===== src/rtl/core/u8d_pkg.sv =====
// Shared types and constants for the UTF-8 to code point decoder.
// No dependencies; imported by every module of the decoder.
`default_nettype none

package u8d_pkg;

    localparam int unsigned CP_W   = 21;
    localparam int unsigned BYTE_W = 8;

    // Lead byte classification masks and tags
    localparam logic [7:0] LEAD2_MASK = 8'hE0;
    localparam logic [7:0] LEAD2_TAG  = 8'hC0;
    localparam logic [7:0] LEAD3_MASK = 8'hF0;
    localparam logic [7:0] LEAD3_TAG  = 8'hE0;
    localparam logic [7:0] LEAD4_MASK = 8'hF8;
    localparam logic [7:0] LEAD4_TAG  = 8'hF0;

    // Payload masks
    localparam logic [7:0] PAY2_MASK = 8'h1F;
    localparam logic [7:0] PAY3_MASK = 8'h0F;
    localparam logic [7:0] PAY4_MASK = 8'h07;
    localparam logic [7:0] CONT_MASK = 8'h3F;

    // Continuation counts loaded by a lead byte
    localparam logic [1:0] REM_NONE = 2'd0;
    localparam logic [1:0] REM_ONE  = 2'd1;
    localparam logic [1:0] REM_TWO  = 2'd2;
    localparam logic [1:0] REM_THREE = 2'd3;

    typedef struct packed {
        logic [CP_W-1:0] acc;
        logic [1:0]      rem;
    } t_state;

    typedef struct packed {
        logic            emit;
        logic [CP_W-1:0] cp;
        logic            has;
        logic            eos;
    } t_result;

endpackage

`default_nettype wire


===== src/rtl/core/u8d_step.sv =====
// Per-byte decode step: next decoder state and the optional result.
// Depends on u8d_pkg.
`default_nettype none

module u8d_step
    import u8d_pkg::*;
(
    input  wire logic [BYTE_W-1:0] i_byte,
    input  wire logic              i_final,
    input  wire t_state            i_state,
    output t_state                 o_state_next,
    output t_result                o_result
);

    logic [CP_W-1:0]   acc_sh;
    logic [CP_W-1:0]   cp;
    logic              produced;
    logic              lead_ok;
    t_state            n_state;
    logic [BYTE_W-1:0] cont_bits;

    assign cont_bits = i_byte & CONT_MASK;
    assign acc_sh    = {i_state.acc[CP_W-7:0], cont_bits[5:0]};

    always_comb begin
        n_state  = i_state;
        produced = 1'b0;
        lead_ok  = 1'b1;
        cp       = '0;

        if (i_state.rem != REM_NONE) begin
            // inside a sequence: take any byte as continuation
            n_state.rem = i_state.rem - 2'd1;
            if (i_state.rem == REM_ONE) begin
                cp          = acc_sh;
                produced    = 1'b1;
                n_state.acc = '0;
            end else begin
                n_state.acc = acc_sh;
            end
        end else if (!i_byte[7]) begin
            cp       = {{(CP_W-BYTE_W){1'b0}}, i_byte};
            produced = 1'b1;
        end else if ((i_byte & LEAD2_MASK) == LEAD2_TAG) begin
            n_state.acc = {{(CP_W-BYTE_W){1'b0}}, i_byte & PAY2_MASK};
            n_state.rem = REM_ONE;
        end else if ((i_byte & LEAD3_MASK) == LEAD3_TAG) begin
            n_state.acc = {{(CP_W-BYTE_W){1'b0}}, i_byte & PAY3_MASK};
            n_state.rem = REM_TWO;
        end else if ((i_byte & LEAD4_MASK) == LEAD4_TAG) begin
            n_state.acc = {{(CP_W-BYTE_W){1'b0}}, i_byte & PAY4_MASK};
            n_state.rem = REM_THREE;
        end else begin
            lead_ok = 1'b0;
        end

        if (i_final) begin
            // report an open sequence as it stands, then return to reset
            if (!produced && lead_ok) begin
                cp       = n_state.acc;
                produced = 1'b1;
            end
            n_state = '0;
        end

        o_state_next  = n_state;
        o_result.emit = produced | i_final;
        o_result.cp   = cp;
        o_result.has  = produced;
        o_result.eos  = i_final;
    end

endmodule

`default_nettype wire


===== src/rtl/core/u8d_out_reg.sv =====
// Result register of the decoder: holds one result until the sink takes it.
// Depends on u8d_pkg.
`default_nettype none

module u8d_out_reg
    import u8d_pkg::*;
(
    input  wire logic    i_clk,
    input  wire logic    i_rst_n,
    input  wire logic    i_load,
    input  wire t_result i_result,
    input  wire logic    i_ready,
    output logic         o_valid,
    output t_result      o_result
);

    logic    r_valid;
    t_result r_result;

    always_ff @(posedge i_clk) begin
        if (!i_rst_n) begin
            r_valid <= 1'b0;
        end else if (i_load) begin
            r_valid <= 1'b1;
        end else if (i_ready) begin
            r_valid <= 1'b0;
        end
    end

    always_ff @(posedge i_clk) begin
        if (i_load) begin
            r_result <= i_result;
        end
    end

    assign o_valid  = r_valid;
    assign o_result = r_result;

endmodule

`default_nettype wire


===== src/rtl/core/utf8_to_code_point_decoder.sv =====
// Top level of the lenient UTF-8 to code point decoder.
// Depends on u8d_pkg, u8d_step and u8d_out_reg.
//
// Usage:
//   Slave channel (s_axis) takes one request per byte: tdata is the raw byte,
//   tlast marks the last byte of the string. Master channel (m_axis) gives
//   zero or one request per byte: tdata[20:0] is the code point, tuser[0]
//   says the code point is valid, tlast flags the result of the final byte.
//   Lead bytes and invalid lead bytes that are not final give no result.
// Path: an accepted byte goes through the input register, then the result
//   register, to m_axis. Throughput: one byte per cycle while the sink does
//   not stall; the only state carried between bytes is the accumulator and
//   the count, updated in one pass of the step logic.
// Reset: synchronous, active low; clears both registers' valid flags and the
//   decoder state, so the next byte starts outside any sequence.
// Stall: while the sink holds tready low the result register holds; a byte
//   that gives no result still moves on, and the input register refills in
//   the cycle the result register frees.
`default_nettype none

module utf8_to_code_point_decoder
    import u8d_pkg::*;
(
    input  wire logic        i_clk,
    input  wire logic        i_rst_n,
    input  wire logic        i_s_axis_tvalid,
    output logic             o_s_axis_tready,
    input  wire logic [7:0]  i_s_axis_tdata,  // [7:0] byte_value
    input  wire logic        i_s_axis_tlast,  // is_final_byte
    output logic             o_m_axis_tvalid,
    input  wire logic        i_m_axis_tready,
    output logic [23:0]      o_m_axis_tdata,  // [20:0] code_point, [23:21] zero
    output logic [0:0]       o_m_axis_tuser,  // [0] has_code_point
    output logic             o_m_axis_tlast   // end_of_string
);

    // input register
    logic              r_s1_valid;
    logic [BYTE_W-1:0] r_s1_byte;
    logic              r_s1_final;

    // decoder state
    t_state  r_state;
    t_state  n_state;

    t_result step_result;
    t_result out_result;
    logic    out_valid;
    logic    s1_advance;
    logic    out_load;
    logic    s_accept;

    u8d_step u_step (
        .i_byte       (r_s1_byte),
        .i_final      (r_s1_final),
        .i_state      (r_state),
        .o_state_next (n_state),
        .o_result     (step_result)
    );

    // advance when there is no result to place or the result register frees
    assign s1_advance = r_s1_valid &&
                        (!step_result.emit || !out_valid || i_m_axis_tready);
    assign out_load   = s1_advance && step_result.emit;

    assign o_s_axis_tready = !r_s1_valid || s1_advance;
    assign s_accept        = i_s_axis_tvalid && o_s_axis_tready;

    always_ff @(posedge i_clk) begin
        if (!i_rst_n) begin
            r_s1_valid <= 1'b0;
            r_state    <= '0;
        end else begin
            if (s_accept) begin
                r_s1_valid <= 1'b1;
            end else if (s1_advance) begin
                r_s1_valid <= 1'b0;
            end
            if (s1_advance) begin
                r_state <= n_state;
            end
        end
    end

    // hold payload while stalled
    always_ff @(posedge i_clk) begin
        if (s_accept) begin
            r_s1_byte  <= i_s_axis_tdata;
            r_s1_final <= i_s_axis_tlast;
        end
    end

    u8d_out_reg u_out (
        .i_clk    (i_clk),
        .i_rst_n  (i_rst_n),
        .i_load   (out_load),
        .i_result (step_result),
        .i_ready  (i_m_axis_tready),
        .o_valid  (out_valid),
        .o_result (out_result)
    );

    assign o_m_axis_tvalid = out_valid;
    assign o_m_axis_tdata  = {3'b000, out_result.cp};
    assign o_m_axis_tuser  = out_result.has;
    assign o_m_axis_tlast  = out_result.eos;

    // final byte returns the decoder to its reset state
    a_final_clears: assert property (@(posedge i_clk) disable iff (!i_rst_n)
        s1_advance && r_s1_final |=> (r_state.rem == REM_NONE) && (r_state.acc == '0))
        else $error("decoder state not cleared after final byte");

    // a completed sequence leaves an empty accumulator
    a_complete_clears: assert property (@(posedge i_clk) disable iff (!i_rst_n)
        s1_advance && (r_state.rem == REM_ONE) |=> r_state.acc == '0)
        else $error("accumulator not cleared after completed sequence");

    // results not at end of string always carry a code point
    a_nonfinal_has_cp: assert property (@(posedge i_clk) disable iff (!i_rst_n)
        o_m_axis_tvalid && !o_m_axis_tlast |-> o_m_axis_tuser[0])
        else $error("non-final result without code point");

    // an empty result occurs only at end of string, with zero data
    a_empty_result: assert property (@(posedge i_clk) disable iff (!i_rst_n)
        o_m_axis_tvalid && !o_m_axis_tuser[0] |-> o_m_axis_tlast && (o_m_axis_tdata == '0))
        else $error("empty result malformed");

    // outside a sequence the accumulator is empty
    a_idle_acc_zero: assert property (@(posedge i_clk) disable iff (!i_rst_n)
        r_state.rem == REM_NONE |-> r_state.acc == '0)
        else $error("accumulator nonzero outside a sequence");

endmodule

`default_nettype wire


===== config.mk =====
export PLATFORM = sky130hd
export DESIGN_NAME = utf8_to_code_point_decoder
export DESIGN_NICKNAME = d
export VERILOG_FILES = /design/src/rtl/core/u8d_pkg.sv /design/src/rtl/core/u8d_step.sv /design/src/rtl/core/u8d_out_reg.sv /design/src/rtl/core/utf8_to_code_point_decoder.sv
export SDC_FILE = /design/constraint.sdc
export NUM_CORES = 1
export LEC_CHECK = 0
export BUFFER_PORTS_ARGS = -buffer_cell sky130_fd_sc_hd__buf_4
export CAP_MARGIN = 15
export CORE_MARGIN = 2
export CORE_UTILIZATION = 53
export CTS_CLUSTER_DIAMETER = 50
export CTS_CLUSTER_SIZE = 25
export DETAILED_ROUTE_END_ITERATION = 12
export PLACE_DENSITY = 0.89
export REMOVE_ABC_BUFFERS = 1
export SETUP_SLACK_MARGIN = 0.4
export SYNTH_ARGS = -nofsm -noshare
export SYNTH_HDL_FRONTEND = slang
export SYNTH_SLANG_ARGS = --single-unit

===== constraint.sdc =====
create_clock -name i_clk -period 2.6 [get_ports i_clk]
set_input_delay 0.52 -clock i_clk [delete_from_list [all_inputs] [get_ports i_clk]]
set_output_delay 0.52 -clock i_clk [all_outputs]
set_load 0.03 [all_outputs]

==> metrics.md, run 1 <==
| Metric | Value |
|---|---|
| Status | finished, final reports clean |
| Leading area contributor after synthesis | edfxtp_1 |
| Die Wd | 67.2 µm |
| Hold Slack | 0.396 ns |
| Layout cells sized above 1 | 29.4% |
| Maximum VDD drop | 0.398 mV |
| Worst-case reg-to-reg path depth | 4 |
| RR Endpoint | u_out.o_result[16]$_DFFE_PP_ |
| Fin crit period | 2.06 ns |
| TNS Setup | 0 ns |
| Fin. Hold Viols | 0 |
| Setup crit end | o_s_axis_tready |
| DRC violations left | 0 |
| CTS Root Cell | clkbuf_8 |
| Worst path cell trace | nor2b_2 > nor2_4 > o2111ai_1 > buf_4 |
| Yosys warning total | 0 |
| Relative slew slack | 63.8% |
| # rows | 22 |
| Area grow syn2layout | 20.4% |
| Total GRT Usage | 18.0% |
| Asr flop ratio synth | 0% |
| CP Class | flip-flop to output port |
| Reg2Reg Setup Slack | 0.76 ns |
| Initial drt markers | 117 |
| Top Layer Used | met4 |
| Top cells by area in the synthesized netlist | edfxtp_1, dfxtp_1, nor2b_1, a22o_1, mux2i_1 |
| CTS Sinks | 51 |
| Synth Register Bits | 51 |
| # IOs | 41 |
| Die area | 0.00452 mm² |
| RSZ-0062 raised after global routing | false |
| Worst Path Max Fanout | 6 |
| DR vias/cell | 5.46 |
| Gp weighted congestion | 0.840 |
| Worst-Skew Late Latency | 0.30 ns |
| Largest net degree at the start of global routing | 24 |
| Port Buffers | 37 |
| Worst flop-to-flop path startpoint | r_s1_final$_DFFE_PP_ |
| Htree depth | 2 |
| Clock Path Buffers | 2 |
| Maxcap violations | 0 |
| Power density over cell area | 650 mW/mm² |
| Cell Area, Synth | 0.00212 mm² |
| WL met2 | 1740 µm |
| Final core utilization | 68.1% |
| Sequential fraction of the synthesis area | 63.3% |
| Library cells used by synthesis | 42 |
| Vias in the first global route | 1,222 |
| EDFF count, synth | 32 |
| Antenna fix cells | 0 |
| CP max stage delay | 0.40 ns |
| CTS hold repair buffers | 0 |
| Synth Flop Type | edfxtp_1 |
| # nets final | 213 |
| Synth Area per Inst | 13.0 µm² |
| Post-placement cell area | 0.00241 mm² |
| CORE AREA | 0.00374 mm² |
| Total wire length | 3470 µm |
| Critical path startpoint | r_s1_byte[7]$_DFFE_PP_ |
| Crit path max-delay cell type | edfxtp_1 |
| Pwr Total | 0.00166 W |
| CP Launch Type | flip-flop |
| Endpoints failing setup | 0 |
| FMAX | 484 MHz |
| TritonCTS buffer count | 5 |
| First-pass GRT wire length | 5890 µm |
| Area share of the largest cell type after synthesis | 45.4% |
| DRT Pass-1 Iters | 4 |
| Reg clk slew, reported paths | 0.08 ns |
| Vias post-DR | 1,359 |
| Cell count after synthesis | 163 |
| Crit end category | output port |
| Final Skew | 0.00448 ns |
| LEAKAGE | 0.968 nW |
| Remaining antenna violation count | 0 |
| Met1 wire length | 1380 µm |
| Initial antenna violation count | 0 |
| Fin area | 0.00255 mm² |
| Type of the most critical hold path | input port to flip-flop |
| DR WL/cell | 13.9 µm |
| CP arrival | 1.54 ns |
| Starting Density | 56.6% |
| Post-DP HPWL | 2520 µm |
| Postcts setup bufs | 0 |
| Slew @ Worst Pin | 0.543 ns |
| Die H | 67.2 µm |
| CTS tree | built |
| Final worst-path cycle share | 79.4% |
| Worst path required time | 2.08 ns |
| Final Max Tran Viols | 0 |
| Metal3 WL | 277 µm |
| Total gr overflow | 0 |
## synth_stat cells, drive strengths merged, types with 2 or more instances
cell type	n
a21oi	5
a22o	10
a22oi	3
a31oi	2
buf	10
dfxtp	19
edfxtp	32
inv	7
mux2i	4
nand2	5
nand3	2
nor2	5
nor2b	24
nor3	2
o211ai	2
o21ai	8
o22ai	4
o2bb2ai	2
o31ai	3
or2	2
## cells by family after synthesis
| group | after synthesis | synth area share (%) |
|---|---|---|
| buffers and inverters | 18 | 4.78 |
| AO/OA/AOI/OAI | 43 | 16.0 |
| other | 1 | 0.177 |
| flip-flops | 51 | 63.3 |
| multiplexers | 4 | 1.89 |
| AND/OR/NAND/NOR | 46 | 13.8 |
## area by class of cell
| class | instances | area, µm² |
|---|---|---|
| Clock buffer | 6 | 72.6 |
| Clock inverter | 2 | 60.1 |
| Fill cell | 285 | 1190 |
| Inverter | 7 | 26.3 |
| Multi-Input combinational cell | 96 | 696 |
| Sequential cell | 51 | 1340 |
| Tap cell | 48 | 60.1 |
| Timing Repair Buffer | 39 | 293 |
## timing repair
action,CTS,global route
gates cloned,0,0
endpoints found under the setup margin,1,1
resized for setup,2,2
## worst min-delay path by stage
stage | startpoint | to | slack (ns) | cells past startpoint
floorplan | r_state[11]$_SDFFE_PN0P_ | r_state[11]$_SDFFE_PN0P_ | 0.43 | 1
global route | i_s_axis_tdata[4] | r_s1_byte[4]$_DFFE_PP_ | 0.38 | 1
detailed placement | r_state[11]$_SDFFE_PN0P_ | r_state[11]$_SDFFE_PN0P_ | 0.46 | 1
global placement | r_state[14]$_SDFFE_PN0P_ | r_state[14]$_SDFFE_PN0P_ | 0.45 | 1
CTS | i_s_axis_tdata[7] | r_s1_byte[7]$_DFFE_PP_ | 0.39 | 1
finish | i_s_axis_tdata[7] | r_s1_byte[7]$_DFFE_PP_ | 0.40 | 1
## critical path, delay by kind of cell, from the launching register on
family,cells,cell delay [ns]
simple gates,2,0.35
buf+inv,1,0.22
flops,1,0.40
compound gates,1,0.28
## power by group
group / leakage [nW] / switching, W / total [W] / internal [W]
Sequential: 0.465 / 0.0000195 / 0.000904 / 0.000885
Clock: 0.0654 / 0.000233 / 0.000617 / 0.000384
Combinational: 0.437 / 0.0000842 / 0.000135 / 0.0000512
Total: 0.968 / 0.000337 / 0.00166 / 0.00132
## metal layers
| layer | up-vias | track usage, % |
|---|---|---|
| met1 | 624 | 23.3 |
| li1 | 665 | - |
| met2 | 62 | 28.8 |
| met5 | - | 0 |
| met4 | 0 | 6.89 |
| met3 | 8 | 5.00 |
## layout by cell type (no fill, tap or decap), types with 2 or more instances in the layout
cell,netlist,final
a22o_1,10,10
a21oi_1,5,5
a31oi_1,2,2
o22ai_1,4,4
nand2_1,5,5
nor2_1,5,3
conb_1,1,3
o211ai_1,2,2
inv_2,2,2
or2_1,2,2
inv_1,5,5
bufinv_16,0,2
a22oi_1,3,3
o21ai_1,5,5
o21ai_0,3,3
dfxtp_1,19,18
nor2b_1,23,22
nand3_1,2,2
mux2i_1,4,4
edfxtp_1,32,32
buf_4,4,39
clkbuf_8,0,5
## state kept, by name (all words and copies together) (netlist names)
name / flops
r_s1_valid: 1
r_state: 17
u_out.o_valid: 1
u_out.o_result: 23
r_s1_byte: 8
r_s1_final: 1
## stage by stage
step | instances | setup slack (ns)
global placement | 241 | 0.757
finish | 249 | 0.535
detailed placement | 241 | 0.695
floorplan | 154 | 0.207
CTS | 249 | 0.449
global route | 249 | 0.425
Power figures use the tool's default switching activity.
==> inputs of run 2 (changes only) <==
--- a/config.mk
+++ b/config.mk
@@ -8,11 +8,11 @@
 export BUFFER_PORTS_ARGS = -buffer_cell sky130_fd_sc_hd__buf_4
 export CAP_MARGIN = 15
 export CORE_MARGIN = 2
-export CORE_UTILIZATION = 53
+export CORE_UTILIZATION = 48
 export CTS_CLUSTER_DIAMETER = 50
 export CTS_CLUSTER_SIZE = 25
 export DETAILED_ROUTE_END_ITERATION = 12
-export PLACE_DENSITY = 0.89
+export PLACE_DENSITY = 0.86
 export REMOVE_ABC_BUFFERS = 1
 export SETUP_SLACK_MARGIN = 0.4
 export SYNTH_ARGS = -nofsm -noshare
==> constraint.sdc (replaced) <==
create_clock -name i_clk -period 1.8 [get_ports i_clk]
set_input_delay 0.36 -clock i_clk [delete_from_list [all_inputs] [get_ports i_clk]]
set_output_delay 0.36 -clock i_clk [all_outputs]
set_load 0.03 [all_outputs]
==> metrics.md, run 2 (synthesized netlist as in run 1, its figures left out) <==
| Metric | Value |
|---|---|
| Status | finished, final reports clean |
| # rows | 24 (+9.1%) |
| Hold Slack | 0.233 ns (-0.163 ns) |
| Final worst-path cycle share | 96.5% |
| Fin crit period | 1.74 ns |
| Maxcap violations | 0 (unchanged) |
| RSZ-0062 raised after global routing | true |
| Remaining antenna violation count | 0 (unchanged) |
| Most frequent cells in the layout | buf_4, edfxtp_1, dfxtp_1 |
| Reg clk slew, reported paths | 0.08 ns (about the same) |
| Gp weighted congestion | 0.859 (+2.3%) |
| Critical path startpoint | r_s1_byte[7]$_DFFE_PP_ |
| Commonest non-fill, non-tap cell in the layout | buf_4 |
| DR vias/cell | 5.39 (-1.2%) |
| Worst flop-to-flop path startpoint | r_s1_byte[7]$_DFFE_PP_ |
| Max reg flops | 23 (unchanged) |
| CTS Root Cell | clkbuf_8 |
| Fin area | 0.00310 mm² (+21%) |
| Die Wd | 70.4 µm (+4.8%) |
| Antenna fix cells | 0 (unchanged) |
| Worst-Skew Late Latency | 0.30 ns (about the same) |
| TritonCTS buffer count | 5 (unchanged) |
| Final Skew | 0.00411 ns (-0.000372 ns) |
| Htree depth | 2 (unchanged) |
| Fill cells | 278 (-2.5%) |
| DR WL/cell | 17.9 µm (+28%) |
| Power density over cell area | 728 mW/mm² (+12%) |
| Final Max Tran Viols | 0 (unchanged) |
| Endpoints failing setup | 0 (unchanged) |
| Total wire length | 5090 µm (+47%) |
| CTS hold repair buffers | 0 (unchanged) |
| DRC violations left | 0 (unchanged) |
| Worst path required time | 1.82 ns (-0.26 ns) |
| Maximum VDD drop | 0.448 mV (+12%) |
| Total gr overflow | 0 (unchanged) |
| RR Endpoint | u_out.o_result[1]$_DFFE_PP_ |
| Largest net degree at the start of global routing | 16 (-33%) |
| LEAKAGE | 1.19 nW (+23%) |
| Initial drt markers | 144 (+23%) |
| CTS tree | built |
| Crit end category | flip-flop |
| Type of the most critical hold path | input port to flip-flop |
| # IOs | 41 (unchanged) |
| DRT Pass-1 Iters | 4 (unchanged) |
| FMAX | 576 MHz |
| Fin. Hold Viols | 0 (unchanged) |
| CTS Sinks | 51 (unchanged) |
| CP Class | flip-flop to flip-flop |
| Pwr Total | 0.00225 W (+36%) |
| Area grow syn2layout | 46.1% |
| # nets final | 245 (+15%) |
| First-pass GRT wire length | 7870 µm (+34%) |
| Die area | 0.00496 mm² (+9.8%) |
| Dpl ws | 0.124 ns (-0.570 ns) |
| Post-DP HPWL | 2620 µm (+3.7%) |
| Vias in the first global route | 1,585 (+30%) |
| CORE AREA | 0.00429 mm² (+15%) |
| Reg2Reg Setup Slack | 0.06 ns (-0.70 ns) |
| Port Buffers | 37 (unchanged) |
| CP Launch Type | flip-flop |
| Worst Path Max Fanout | 6 (unchanged) |
| Total GRT Usage | 21.0% (+3.0 points) |
| Layout cells sized above 1 | 48.9% (+20 points) |
| Setup WS post-layout | 0.0634 ns (-0.472 ns) |
| Starting Density | 49.3% (-7.3 points) |
| Vias post-DR | 1,537 (+13%) |
| Placed cell count | 254 (+5.4%) |
| Initial antenna violation count | 0 (unchanged) |
| Setup crit end | u_out.o_result[1]$_DFFE_PP_ |
| Die H | 70.4 µm (+4.8%) |
| Clock Path Buffers | 2 (unchanged) |
| Finished Layout Cells | 285 (+14%) |
| Worst-case reg-to-reg path depth | 9 (+5) |
| Post-placement cell area | 0.00249 mm² (+3.5%) |
| CP arrival | 1.76 ns (+0.22 ns) |
run 2: changes by cell type in the layout (fill, tap and decap cells not counted), moves of 3 or more:
cell,before,now
buf_4,39,50
nor2b_4,1,7
buf_6,0,12
o22ai_1,4,1
o22ai_2,0,3
buf_12,0,4
nor2b_1,22,17
run 2: cell type report:
type | instances | area (µm²) | area share, %
Clock buffer | 6 | 72.6 | 2.34
Clock inverter | 2 | 12.5 | 0.404
Inverter | 7 | 26.3 | 0.849
Multi-Input combinational cell | 97 | 891 | 28.8
Sequential cell | 51 | 1340 | 43.4
Tap cell | 52 | 65.1 | 2.10
Timing Repair Buffer | 70 | 686 | 22.2
run 2: layer usage:
metal,wire [µm],vias to the layer above,track usage [%],part of all wire (%)
met2,2800,64,36.3,55
met4,116,0,10.3,2.3
met5,0,-,0,0
met3,247,12,4.91,4.9
li1,-,732,-,-
met1,1930,729,24.2,38
run 2: worst max-delay path: stages, from the launching register on:
cell	delay (ns)
edfxtp_1	0.40
nor2b_4	0.15
nor2_4	0.12
buf_4	0.11
buf_6	0.08
buf_6	0.11
nor2_2	0.05
nor2_4	0.16
buf_6	0.16
buf_12	0.12
run 2: report_power, final:
group | internal (W) | total [W] | switching, W
registers | 0.00128 | 0.00130 | 0.0000209
clock network | 0.000272 | 0.000617 | 0.000345
logic | 0.000160 | 0.000338 | 0.000179
total | 0.00171 | 0.00225 | 0.000545
run 2: timing repair:
| action | in CTS | in global routing |
|---|---|---|
| gates cloned | 4 | 1 |
| resized for setup | 34 | 25 |
| setup endpoints to repair | 70 | 71 |
| setup buffers | 14 | 4 |
| pin swaps | 13 | 7 |
run 2: through the flow:
step / TNS (ns) / utilization [%]
floorplan: -16.33 / -
global placement: 0 / 58.0
detailed placement: 0 / 58.0
CTS: 0 / 68.0
global route: -0.0194 / 72.1
finish: 0 / 72.1
run 2: worst min-delay path by stage:
stage,end,depth (start not counted),startpoint
6_report,r_s1_byte[4]$_DFFE_PP_,1,i_s_axis_tdata[4]
3_5_place_dp,r_state[12]$_SDFFE_PN0P_,1,r_state[12]$_SDFFE_PN0P_
5_1_grt,r_s1_byte[5]$_DFFE_PP_,1,i_s_axis_tdata[5]
3_3_place_gp,r_state[13]$_SDFFE_PN0P_,1,r_state[13]$_SDFFE_PN0P_
4_1_cts,r_s1_byte[5]$_DFFE_PP_,1,i_s_axis_tdata[5]
2_1_floorplan,r_state[11]$_SDFFE_PN0P_,1,r_state[11]$_SDFFE_PN0P_
==> inputs of run 3 (changes only) <==
--- a/config.mk
+++ b/config.mk
@@ -7,12 +7,12 @@
 export LEC_CHECK = 0
 export BUFFER_PORTS_ARGS = -buffer_cell sky130_fd_sc_hd__buf_4
 export CAP_MARGIN = 15
-export CORE_MARGIN = 2
+export CORE_MARGIN = 4
 export CORE_UTILIZATION = 48
 export CTS_CLUSTER_DIAMETER = 50
 export CTS_CLUSTER_SIZE = 25
 export DETAILED_ROUTE_END_ITERATION = 12
-export PLACE_DENSITY = 0.86
+export PLACE_DENSITY = 0.74
 export REMOVE_ABC_BUFFERS = 1
 export SETUP_SLACK_MARGIN = 0.4
 export SYNTH_ARGS = -nofsm -noshare
==> metrics.md, run 3 (synthesized netlist as in run 1, its figures left out) <==
| Metric | Value |
|---|---|
| Die area | 0.00554 mm² (+12%) |
| Fin. Hold Viols | 0 (unchanged) |
| Max reg flops | 23 (unchanged) |
| Initial antenna violation count | 0 (unchanged) |
| CP Class | flip-flop to flip-flop |
| First-pass GRT wire length | 6960 µm (-12%) |
| Worst-case reg-to-reg path depth | 6 (-3) |
| Setup crit end | r_state[5]$_SDFFE_PN0P_ |
| Reg clk slew, reported paths | 0.09 ns (about the same) |
| Final Max Tran Viols | 0 (unchanged) |
| Placed cell count | 251 (-1.2%) |
| CP delay by family, top | flip-flops |
| Most frequent cells in the layout | buf_4, edfxtp_1, nor2b_1, dfxtp_1, buf_6 |
| Comb pwr share | 13.8% (-1.2 points) |
| TritonCTS buffer count | 5 (unchanged) |
| CTS Sinks | 51 (unchanged) |
| Gp weighted congestion | 0.945 (+9.9%) |
| Crit path max-delay cell type | edfxtp_1 |
| Reg2Reg Setup Slack | 0.09 ns (+0.03 ns) |
| Crit end category | flip-flop |
| Endpoints failing setup | 0 (unchanged) |
| RSZ-0062 raised after global routing | true |
| LEAKAGE | 1.14 nW (-3.9%) |
| DRC violations left | 0 (unchanged) |
| Critical Path Stages | 6 (-3) |
| Total wire length | 5050 µm (-0.86%) |
| Seq pwr share | 58.1% (+0.5 points) |
| Clock Path Buffers | 2 (unchanged) |
| Clock Power Share | 28.1% (+0.7 points) |
| Vias post-DR | 1,576 (+2.5%) |
| Worst flop-to-flop path startpoint | r_s1_final$_DFFE_PP_ |
| Worst Path Max Fanout | 5 (-1) |
| CTS hold repair buffers | 0 (unchanged) |
| Port Buffers | 37 (unchanged) |
| CORE AREA | 0.00414 mm² (-3.5%) |
| Finished Layout Cells | 277 (-2.8%) |
| # rows | 23 (-4.2%) |
| CP Launch Type | flip-flop |
| CTS Root Cell | clkbuf_8 |
| Buf/Inv on CP | 2 (-3) |
| Die H | 74.4 µm (+5.7%) |
| Total gr overflow | 0 (unchanged) |
| Fin crit period | 1.71 ns (-0.0268 ns) |
| Commonest non-fill, non-tap cell in the layout | buf_4 |
| Htree depth | 2 (unchanged) |
| Largest net degree at the start of global routing | 16 (unchanged) |
| Remaining antenna violation count | 0 (unchanged) |
| Switching part of the total power | 25.1% (+0.90 points) |
| CP max stage delay | 0.54 ns (+0.14 ns) |
| Critical path startpoint | r_s1_final$_DFFE_PP_ |
| DR WL/cell | 18.2 µm (+2.0%) |
| CP arrival | 1.94 ns (+0.18 ns) |
| RR Endpoint | r_state[5]$_SDFFE_PN0P_ |
| Worst path cell trace | buf_6 > and3b_2 > o31ai_4 > buf_4 > o2bb2ai_4 > o2bb2ai_1 |
| # IOs | 41 (unchanged) |
| # nets final | 239 (-2.4%) |
| Total GRT Usage | 17.2% (-3.8 points) |
| Area grow syn2layout | 40.7% |
| Register area | 0.00134 mm² (about the same) |
| Antenna fix cells | 0 (unchanged) |
| Final core utilization | 71.9% (-0.17 points) |
| Worst-Skew Late Latency | 0.31 ns (about the same) |
| Status | finished, final reports clean |
| Worst path required time | 2.03 ns (+0.21 ns) |
| Final Skew | 0.00974 ns (+0.00563 ns) |
| Post-DP HPWL | 2940 µm (+12%) |
| Type of the most critical hold path | input port to flip-flop |
| CTS tree | built |
| Power density over cell area | 754 mW/mm² (+3.6%) |
| Die Wd | 74.4 µm (+5.7%) |
| DRT Pass-1 Iters | 4 (unchanged) |
| Final worst-path cycle share | 95.0% (-1.5 points) |
| DR vias/cell | 5.69 (+5.5%) |
| P_int | 0.00168 W (-1.4%) |
| Pwr Total | 0.00225 W (-0.24%) |
| NetSw | 0.000564 W (+3.5%) |
| Starting Density | 51.1% (+1.8 points) |
| Layout cells sized above 1 | 47.1% (-1.8 points) |
| Maximum VDD drop | 0.597 mV (+33%) |
| Maxcap violations | 0 (unchanged) |
| Fill cells | 272 (-2.2%) |
| FMAX | 585 MHz (+1.6%) |
| Initial drt markers | 125 (-13%) |
| Vias in the first global route | 1,460 (-7.9%) |
| Area of the multi-input gates | 895 µm² (+0.42%) |
run 3: cell types whose count changed in the layout (fill, tap and decap cells not counted), sizes merged:
cell,before,now
clkbuf,7,6
clkinv,1,3
buf,69,62
clkinvlp,1,0
and2,1,2
run 3: routing by layer:
metal  GRT usage [%]  share of wire (%)  vias up
li1                -                  -      727
met2            29.6                 52       90
met3            5.81                8.7       15
met5               0                  0        -
met1            19.1                 36      744
met4            8.10                2.4        0
run 3: worst reg2reg max path, delay by kind of cell, from the launching register on:
| kind | cells | cell delay (ns) |
|---|---|---|
| compound gates | 3 | 0.48 |
| buf+inv | 2 | 0.35 |
| flops | 1 | 0.54 |
| simple gates | 1 | 0.27 |
run 3: power by group through the flow:
stage               Combinational, W  Sequential [W]  Clock, W
floorplan                  0.0000830         0.00137         0
global placement            0.000212         0.00132         0
detailed placement          0.000219         0.00133         0
CTS                         0.000269         0.00130  0.000633
global route                0.000327         0.00131  0.000682
finish                      0.000311         0.00131  0.000632
run 3: worst min path at each step:
| stage | from | cells past startpoint | slack, ns | to |
|---|---|---|---|---|
| after detailed placement | r_state[11]$_SDFFE_PN0P_ | 1 | 0.45 | r_state[11]$_SDFFE_PN0P_ |
| after floorplan | r_state[11]$_SDFFE_PN0P_ | 1 | 0.43 | r_state[11]$_SDFFE_PN0P_ |
| after global placement | r_state[11]$_SDFFE_PN0P_ | 1 | 0.45 | r_state[11]$_SDFFE_PN0P_ |
| final | i_s_axis_tdata[5] | 1 | 0.22 | r_s1_byte[5]$_DFFE_PP_ |
| after global routing | i_s_axis_tdata[4] | 1 | 0.21 | r_s1_byte[4]$_DFFE_PP_ |
| after CTS | i_s_axis_tdata[5] | 1 | 0.22 | r_s1_byte[5]$_DFFE_PP_ |
run 3: final cells by class:
type                       instances  share of cell area (%)
inverter                           7                   0.882
tap                               50                    2.10
clock buffer                       5                    2.31
sequential                        51                    45.0
clock inverter                     3                   0.504
timing repair buffer              63                    19.2
multi-input combinational         98                    30.0
run 3: timing repair:
| action | 4_1_cts | 5_1_grt |
|---|---|---|
| pin swaps | 12 | 18 |
| resized for setup | 27 | 30 |
| setup buffers | 9 | 4 |
| setup endpoints to repair | 70 | 72 |
| gates cloned | 3 | 2 |
run 3: per-stage QoR:
step | instance area, µm² | TNS [ns] | setup WS [ns] | hold slack, ns
finish | 2980 | 0 | 0.0902 | 0.218
global route | 2980 | 0 | 0.0666 | 0.208
CTS | 2790 | 0 | 0.134 | 0.221
detailed placement | 2480 | 0 | 0.0193 | 0.452
global placement | 2480 | 0 | 0.164 | 0.449
floorplan | 2050 | -16.33 | -0.593 | 0.435
